## src/sv/ssm_pkg.sv

```systemverilog
// ----------------------------------------------------------------------------
// ssm_pkg
// Shared field widths, codes and controller/datapath interface types for the
// sparse set slot map.
// ----------------------------------------------------------------------------
`default_nettype none

package ssm_pkg;

    localparam int OPCODE_W = 2;
    localparam int ENTITY_W = 12;
    localparam int SLOT_W   = 10;
    localparam int STATUS_W = 3;
    localparam int COUNT_W  = 11;

    localparam logic [COUNT_W-1:0] LIMIT_RESET = 11'd1024;

    typedef enum logic [OPCODE_W-1:0] {
        OP_ADD    = 2'd0,
        OP_REMOVE = 2'd1,
        OP_LOOKUP = 2'd2,
        OP_READ   = 2'd3
    } opcode_t;

    typedef enum logic [STATUS_W-1:0] {
        ST_OK      = 3'd0,
        ST_ABSENT  = 3'd1,
        ST_FULL    = 3'd2,
        ST_PRESENT = 3'd3,
        ST_RANGE   = 3'd4
    } status_t;

    // Commands from the controller to the datapath
    typedef struct packed {
        logic clear_en;
        logic accept;
        logic decide;
        logic fixup;
    } ctrl_cmd_t;

    // Status from the datapath back to the controller
    typedef struct packed {
        logic clear_done;
        logic need_fixup;
    } dp_stat_t;

endpackage

`default_nettype wire

```

## src/sv/ssm_ctrl.sv

```systemverilog
// ----------------------------------------------------------------------------
// ssm_ctrl
// Sequencer: clearing sweep after reset, then accept, decide and an optional
// fixup write per transaction.
// ----------------------------------------------------------------------------
`default_nettype none

module ssm_ctrl (
    input  wire logic              clk,
    input  wire logic              rst_n,
    input  wire logic              start,
    input  wire ssm_pkg::dp_stat_t stat,
    output ssm_pkg::ctrl_cmd_t     cmd,
    output logic                   busy
);

    typedef enum logic [1:0] {
        S_CLEAR,
        S_IDLE,
        S_DECIDE,
        S_FIXUP
    } state_t;

    state_t state_reg;
    logic   busy_reg;

    always_ff @(posedge clk or negedge rst_n)
    begin
        if (!rst_n)
        begin
            state_reg <= S_CLEAR;
            busy_reg  <= 1'b1;
        end
        else
        begin
            unique case (state_reg)
                S_CLEAR:
                begin
                    if (stat.clear_done)
                    begin
                        state_reg <= S_IDLE;
                        busy_reg  <= 1'b0;
                    end
                end
                S_IDLE:
                begin
                    if (start)
                    begin
                        state_reg <= S_DECIDE;
                        busy_reg  <= 1'b1;
                    end
                end
                S_DECIDE:
                begin
                    if (stat.need_fixup)
                    begin
                        state_reg <= S_FIXUP;
                    end
                    else
                    begin
                        state_reg <= S_IDLE;
                        busy_reg  <= 1'b0;
                    end
                end
                S_FIXUP:
                begin
                    state_reg <= S_IDLE;
                    busy_reg  <= 1'b0;
                end
            endcase
        end
    end

    always_comb
    begin
        cmd.clear_en = (state_reg == S_CLEAR);
        cmd.accept   = (state_reg == S_IDLE) && start;
        cmd.decide   = (state_reg == S_DECIDE);
        cmd.fixup    = (state_reg == S_FIXUP);
    end

    assign busy = busy_reg;

endmodule

`default_nettype wire

```

## config.mk

```make
export PLATFORM = sky130hd
export DESIGN_NAME = ssm_ctrl
export DESIGN_NICKNAME = d
export VERILOG_FILES = /design/src/sv/ssm_pkg.sv /design/src/sv/ssm_ctrl.sv
export SDC_FILE = /design/constraint.sdc
export NUM_CORES = 1
export LEC_CHECK = 0
export ABC_CLOCK_PERIOD_IN_PS = 1400
export BUFFER_PORTS_ARGS = -buffer_cell sky130_fd_sc_hd__buf_2
export CAP_MARGIN = 10
export CORE_AREA = 3 3 40 42
export CTS_BUF_LIST = sky130_fd_sc_hd__clkbuf_8
export DETAILED_ROUTE_END_ITERATION = 8
export DIE_AREA = 0 0 43 45
export GPL_TIMING_DRIVEN = 0
export PLACE_DENSITY = 0.44
export SLEW_MARGIN = 20
export SYNTH_ARGS = -nofsm -noshare
export SYNTH_HDL_FRONTEND = slang
export SYNTH_SLANG_ARGS = --single-unit
```

## constraint.sdc

```tcl
create_clock -name clk -period 1.4 [get_ports clk]
set_input_delay 0.21 -clock clk [delete_from_list [all_inputs] [get_ports clk]]
set_output_delay 0.21 -clock clk [all_outputs]
set_load 0.01 [all_outputs]
```

======== Word-level counts from Yosys, hierarchy flattened ========
Cells that the tools add are included.
W data, S select, Z words.
word-level totals
  flip-flop bits (word level) ............. 3
  bits in latches ......................... 0
  memory bits (writable) .................. 0
  ROM bits ................................ 0
  bits of input ports ..................... 5
  word-level logic and storage cells ...... 20
  memories ................................ 0
operators by class
  add/subtract/negate cells ............... 0
  $mul .................................... 0
  div/mod/pow operators ................... 0
  magnitude comparators ................... 0
  eq/ne operators ......................... 6
  shift operators ......................... 0
  multiplexer cells ....................... 8
  bitwise operators ....................... 0
  reduce and logical (&&, ||, !) cells .... 4
operators by type and width
  kind                  count
  $pmux W2 S4           1
  $mux W2               3
  $ne A2 B2 Y1 const B  3
  $eq A2 B2 Y1 const B  2
  $pmux W1 S4           1
  $mux W1               3
  $reduce_and A3 Y1     1
  $eq A2 B1 Y1 const B  1
  $logic_not A2 Y1      1
  $reduce_and A2 Y1     1
  $logic_and A1 B1 Y1   1

======== Logic depth before layout (Yosys ltp) ========
Gate-level depths: netlist of the first run.
  depth after elaboration ................. 3
  depth in mapped cells ................... 5

======== Worst setup path before layout of the first run ========
OpenSTA, ideal clock, no wires.
  path type ............................... register to register
  start ................................... register state_reg[0]
  end ..................................... register busy_reg (netlist: busy)
  library setup time ...................... 0.082 ns
  arrival ................................. 1.235 ns
  slack ................................... 0.083 ns
  stages on the path, launching flop included .. 6
  buffers on the path ..................... 0
  cells stage by stage .................... dfrtp_1 -> inv_1 -> ha_1 -> inv_2 -> o221ai_2 -> mux2_4
RTL lines
  element                 line            text
  start, declared         ssm_ctrl.sv:24  state_t state_reg;
  start signal, assigned  ssm_ctrl.sv:31  state_reg <= S_CLEAR;
  start signal, assigned  ssm_ctrl.sv:41  state_reg <= S_IDLE;
  start signal, assigned  ssm_ctrl.sv:49  state_reg <= S_DECIDE;
  end signal, assigned    ssm_ctrl.sv:32  busy_reg <= 1'b1;
  end signal, assigned    ssm_ctrl.sv:42  busy_reg <= 1'b0;
  end signal, assigned    ssm_ctrl.sv:50  busy_reg <= 1'b1;
  end, declared           ssm_ctrl.sv:25  logic busy_reg;

==> out/qor.yml, run 1 <==
status:
  outcome: "completed"
sta:
  finalSetupViolCount: 0
  rsz0062_at_grt: "yes"
  finalHoldViolations: 0
  maxSlewViolCount: 0
  hold-worst-slack_ps: 315
  max_slew_margin_pct: 87.1
  final.setup.tns_ps: 0
  tightest_slew_ps: 193
  skew_ps: 1.97
  fin_crit_sh_pct: 96.9
  min_period_ps: 1360
  fmax_ghz: 0.737
global_route:
  grt_max_degree: 5
  grt.overflow.total: 0
  grt_pass1_wl_um: 786
  grt_pass1_vias: 215
  grt_use_total_pct: 6.02
  antenna_found_initial: 0
final_layout:
  num_antenna_cells: 0
  area_growth_pct: 54.2
  drive_gt1_share_pct: 68.6
  fin_nets: 46
  utilization_pct: 28.5
  largest_register_ffs: 2
pwr:
  powerDensity_nw_per_um2: 2340
  ir_worst_vdd_uv: 364
  power_mw: 0.858
  power_leakage_nw: 0.193
synthesis:
  synth_fp_nets: 30
  synth_warnings: 0
  yosysSeqAreaShare_pct: 32.1
  syn_area_um2: 238
  yosysUniqueCellTypes: 12
  synth_cells: 20
  ys_ff_latch: 3
  avgSynthCellArea_um2: 11.9
placement:
  numPortBuffers: 9
  dp_hpwl_um: 340
  gp_congestion: 0.607
detailed_routing:
  drt_wl_total_um: 461
  dr.pass1.iters: 1
  avgRoutedWirePerCell_um: 9.22
  drc: 0
  viasPerCell: 3.90
  antenna_left: 0
  first_iter_violations: 0
  vias: 195
worst_hold_path:
  hp-class: "in2async"
worst_setup_path:
  endpoint_kind: "output pin"
  arrival_ps: 1150
  cp-startpoint: "state_reg[0]$_DFFE_PN0P_"
  r2r_start: "state_reg[1]$_DFFE_PN0P_"
  cp-start-kind: "flop"
  critical_path_required_ps: 1190
  path_max_fanout: 4
  criticalPathCategory: "reg2out"
die:
  die_h_um: 45
  die_w_um: 43
  core_um2: 1280
  io_pins: 10
  start_util_pct: 18.5
  dieArea_um2: 1940
  row_count: 13
clock_tree:
  clock_sinks: 3
  cts_buffers: 3
  clkSlewWorstSetupHoldPaths_ps: 30
  cts_tree: "done"
  insertion_delay_ps: 220
  root_buffer: "clkbuf_8"
  clockBufferDepth: 2
  htreeDepth: 1
run:
  max-cap-violations: 0
-- cell usage in the layout, fill, tap and decap left out --
cell / synthesis / layout
nand2_1: 1 / 1
and2_2: 1 / 1
mux2_4: 1 / 1
clkbuf_8: 0 / 3
o22ai_2: 1 / 1
inv_2: 2 / 4
a21bo_2: 1 / 1
inv_1: 2 / 1
dfstp_2: 1 / 1
ha_1: 5 / 4
o221ai_2: 1 / 1
dlygate4sd3_1: 0 / 1
dfrtp_1: 2 / 2
ha_2: 0 / 1
mux2i_1: 2 / 2
buf_2: 0 / 9
buf_4: 0 / 1
-- worst paths after layout --
kind                                            endpoint  depth (start not counted)  slack [ps]
worst max-delay path                              cmd[2]                          3          40
worst min-delay path            state_reg[1]$_DFFE_PN0P_                          2         310
worst max register to register          busy$_DFFE_PN1P_                          5          90
worst min register to register  state_reg[1]$_DFFE_PN0P_                          2         600
max in group asynchronous               busy$_DFFE_PN1P_                          2         890
min in group clk                state_reg[0]$_DFFE_PN0P_                          3         340
-- per-layer routing --
metal  vias to the layer above  GRT usage [%]  share of wire (%)
met2                         7           9.88                 52
met3                         2          0.797                8.5
met4                         0           9.04                4.3
met1                        89           5.35                 35
li1                         97              -                  -
met5                         -              0                  0
-- Yosys cell counts --
| master | instances | share of area (%) |
|---|---|---|
| inv_1 | 2 | 3.2 |
| a21bo_2 | 1 | 4.2 |
| o22ai_2 | 1 | 5.3 |
| o221ai_2 | 1 | 6.3 |
| nand2_1 | 1 | 1.6 |
| ha_1 | 5 | 26 |
| inv_2 | 2 | 3.2 |
| and2_2 | 1 | 3.2 |
| mux2_4 | 1 | 6.3 |
| mux2i_1 | 2 | 8.4 |
| dfrtp_1 | 2 | 21 |
| dfstp_2 | 1 | 11 |
-- critical path, cell delays in order (launching register included) --
cell and delay [ps]:
dfrtp_1 420, ha_2 220, and2_2 160, buf_2 130
-- layout make-up --
class	count	area [um2]
fillers	147	918
multi-input cells	13	149
flip-flops and latches	3	76.3
repair buffers	11	62.6
clock buffers	3	41.3
well taps	15	18.8
inverters	4	15.0
clock inverters	1	3.75
-- per-stage QoR --
step	area [um2]	std cells	setup WS (ps)
floorplan	238	20	82.8
global placement	302	44	-5.89
detailed placement	302	44	-0.373
CTS	364	50	5.94
global route	367	50	-14.5
finish	367	50	42.8
-- where the power goes --
group / internal (mW) / switching (mW) / leakage [nW]
registers: 0.142 / 0.0363 / 0.0347
clock network: 0.187 / 0.0596 / 0.0269
logic: 0.227 / 0.206 / 0.132
-- kinds of logic after synthesis --
family,share of synthesized area [%]
DFF,32.1
AOI/OAI and AO/OA,15.8
and+or+nand+nor,4.74
muxes,14.7
adders and majority gates,26.3
buffers and inverters,6.32
-- timing repair --
action / in CTS / in global routing
setup buffers: 1 / 0
hold endpoints to repair: 3 / 0
endpoints found under the setup margin: 2 / 3
hold buffers: 1 / 0
pin swaps: 0 / 1
resized for setup: 0 / 3
gates cloned: 0 / 0
Power figures use the tool's default switching activity.
==> run 2: changes to the inputs <==
Settings changed: CELL_PAD_IN_SITES_DETAIL_PLACEMENT from default to 0, CELL_PAD_IN_SITES_GLOBAL_PLACEMENT from default to 1, PLACE_DENSITY 0.44 to 0.52.
==> run 2 against run 1 <==
Global-route usage shrank 0.92 points. Worst hold slack gained 9.2 ps. Largest power group unchanged. Combinational power grew 3%. First-iteration DRC count grew 2.
==> out/qor.yml, run 2 (synthesis gave the netlist of run 1 again) <==
die:
  die_h_um: 45  # unchanged
  die_w_um: 43  # unchanged
  io_pins: 10  # unchanged
  core_um2: 1280  # unchanged
  row_count: 13  # unchanged
  start_util_pct: 18.5  # unchanged
  dieArea_um2: 1940  # unchanged
worst_setup_path:
  crit_path_top_delay_cell: "dfrtp_1"  # unchanged
  slowest_delay_ps: 400  # was 420 ps
  crit_cells: 4  # was 3
  cp-start-kind: "flop"  # unchanged
  critical_path_required_ps: 1190  # about the same
  ff2ff_path_depth: 5  # unchanged
  cp-startpoint: "state_reg[1]$_DFFE_PN0P_"  # was state_reg[0]$_DFFE_PN0P_
  arrival_ps: 1160  # was 1150 ps
  critPathBufInv: 2  # was 1
  r2r_setup_slack_ps: 40  # was 90 ps
  r2r_start: "state_reg[1]$_DFFE_PN0P_"  # unchanged
  path_max_fanout: 4  # unchanged
  criticalPathCategory: "reg2out"  # unchanged
  crit_family: "flip-flops"  # unchanged
  critPathCapture: "cmd[2]"  # unchanged
  crit_path_cell_trace: "inv_2 -> ha_2 -> and2_2 -> buf_2"  # was ha_2 -> and2_2 -> buf_2
  endpoint_kind: "output pin"  # unchanged
  r2r_end: "busy$_DFFE_PN1P_"  # unchanged
placement:
  dp_hpwl_um: 362  # was 340 um
  gp_congestion: 0.633  # was 0.607
  numPortBuffers: 9  # unchanged
  place_inst: 44  # unchanged
  postPlaceCellArea_um2: 302  # unchanged
final_layout:
  final_cell_mix: "9 x buf_2, 4 x ha_1, 3 x inv_2, 3 x clkbuf_8"  # was 9 x buf_2, 4 x inv_2, 4 x ha_1
  fin_nets: 45  # was 46
  fill_cells: 147  # unchanged
  area_growth_pct: 55.8  # was 54.2%
  multi_input_area_um2: 160  # was 149 um2
  fin_area_um2: 370  # was 367 um2
  finalNonFillerCells: 49  # was 50
  utilization_pct: 28.8  # was 28.5%
  drive_gt1_share_pct: 64.7  # was 68.6%
  regArea_um2: 76.3  # unchanged
  final_common_cell: "buf_2"  # unchanged
  largest_register_ffs: 2  # unchanged
  num_antenna_cells: 0  # unchanged
clock_tree:
  clock_sinks: 3  # unchanged
  root_buffer: "clkbuf_8"  # unchanged
  insertion_delay_ps: 210  # was 220 ps
  clkSlewWorstSetupHoldPaths_ps: 30  # about the same
  clockBufferDepth: 2  # unchanged
  cts_buffers: 3  # unchanged
  htreeDepth: 1  # unchanged
  cts_tree: "done"  # unchanged
sta:
  min_period_ps: 1370  # was 1360 ps
  fin_crit_sh_pct: 97.7  # was 96.9%
  tightest_slew_ps: 197  # was 193 ps
  finalSetupViolCount: 0  # unchanged
  max_slew_margin_pct: 86.9  # was 87.1%
  fmax_ghz: 0.731  # was 0.737 GHz
  maxSlewViolCount: 0  # unchanged
  skew_ps: 2.67  # was 1.97 ps
  finalHoldViolations: 0  # unchanged
  rsz0062_at_grt: "yes"  # unchanged
  hold-worst-slack_ps: 324  # was 315 ps
run:
  max-cap-violations: 0  # unchanged
global_route:
  grt.overflow.total: 0  # unchanged
  grt_max_degree: 5  # unchanged
  grt_pass1_wl_um: 717  # was 786 um
  grt_pass1_vias: 184  # was 215
  grt_use_total_pct: 5.09  # was 6.02%
  antenna_found_initial: 0  # unchanged
detailed_routing:
  drc: 0  # unchanged
  viasPerCell: 3.86  # was 3.90
  dr.pass1.iters: 2  # was 1
  drt_wl_total_um: 456  # was 461 um
  first_iter_violations: 2  # was 0
  avgRoutedWirePerCell_um: 9.31  # was 9.22 um
  antenna_left: 0  # unchanged
  vias: 189  # was 195
worst_hold_path:
  hp-class: "in2async"  # unchanged
pwr:
  ir_worst_vdd_uv: 474  # was 364 uV
  powerDensity_nw_per_um2: 2340  # about the same
  power_mw: 0.866  # was 0.858 mW
  power_leakage_nw: 0.191  # was 0.193 nW
status:
  outcome: "completed"  # unchanged
run 2: worst min path at each step:
| stage | start | end | slack (ps) | depth (start not counted) |
|---|---|---|---|---|
| 5_1_grt | rst_n | state_reg[0]$_DFFE_PN0P_ | 340 | 2 |
| 3_5_place_dp | rst_n | state_reg[0]$_DFFE_PN0P_ | 6 | 1 |
| 6_report | rst_n | state_reg[0]$_DFFE_PN0P_ | 320 | 2 |
| 3_3_place_gp | rst_n | state_reg[0]$_DFFE_PN0P_ | 4 | 1 |
| 2_1_floorplan | rst_n | state_reg[0]$_DFFE_PN0P_ | -90 | 0 |
| 4_1_cts | rst_n | state_reg[0]$_DFFE_PN0P_ | 320 | 2 |
run 2: area by class of cell:
| class | count | area share (%) |
|---|---|---|
| multi-input combinational | 13 | 43.2 |
| timing repair buffer | 10 | 14.9 |
| clock inverter | 1 | 1.01 |
| clock buffer | 3 | 11.1 |
| inverter | 4 | 4.05 |
| tap | 15 | 5.07 |
| sequential | 3 | 20.6 |
run 2: timing repair:
item,in CTS,in global routing
hold buffers,1,0
gates resized for setup,2,1
setup buffers,0,0
endpoints found under the hold margin,3,0
setup endpoints to repair,2,2
run 2: metrics by stage:
| step | setup TNS (ps) | worst slack, ps |
|---|---|---|
| after global placement | -15.5 | -15.5 |
| after global routing | -41.5 | -26.9 |
| after detailed placement | 0 | 13.2 |
| final | 0 | 32.8 |
| after CTS | 0 | 15.2 |
| after floorplan | 0 | 82.8 |
run 2: worst register-to-register path, delay by kind of cell, from the launching register on:
kind	cells	cell delay, ps
AO/OA/AOI/OAI	1	200
buffers and inverters	2	160
flip-flops	1	400
multiplexers	1	320
adder cells (fa/ha/maj)	1	200
run 2: routing by layer:
metal / global-route usage, % / up-vias / routed length, um
met1: 4.37 / 89 / 153
met3: 3.19 / 0 / 38
met2: 9.58 / 6 / 264
li1: - / 94 / -
met5: 0 / - / 0
met4: 1.81 / 0 / 0
run 2: report_power, final:
part | internal [mW] | switching [mW] | total, mW
logic | 0.230 | 0.218 | 0.448
clock network | 0.186 | 0.0520 | 0.238
registers | 0.142 | 0.0380 | 0.180
total | 0.558 | 0.308 | 0.866
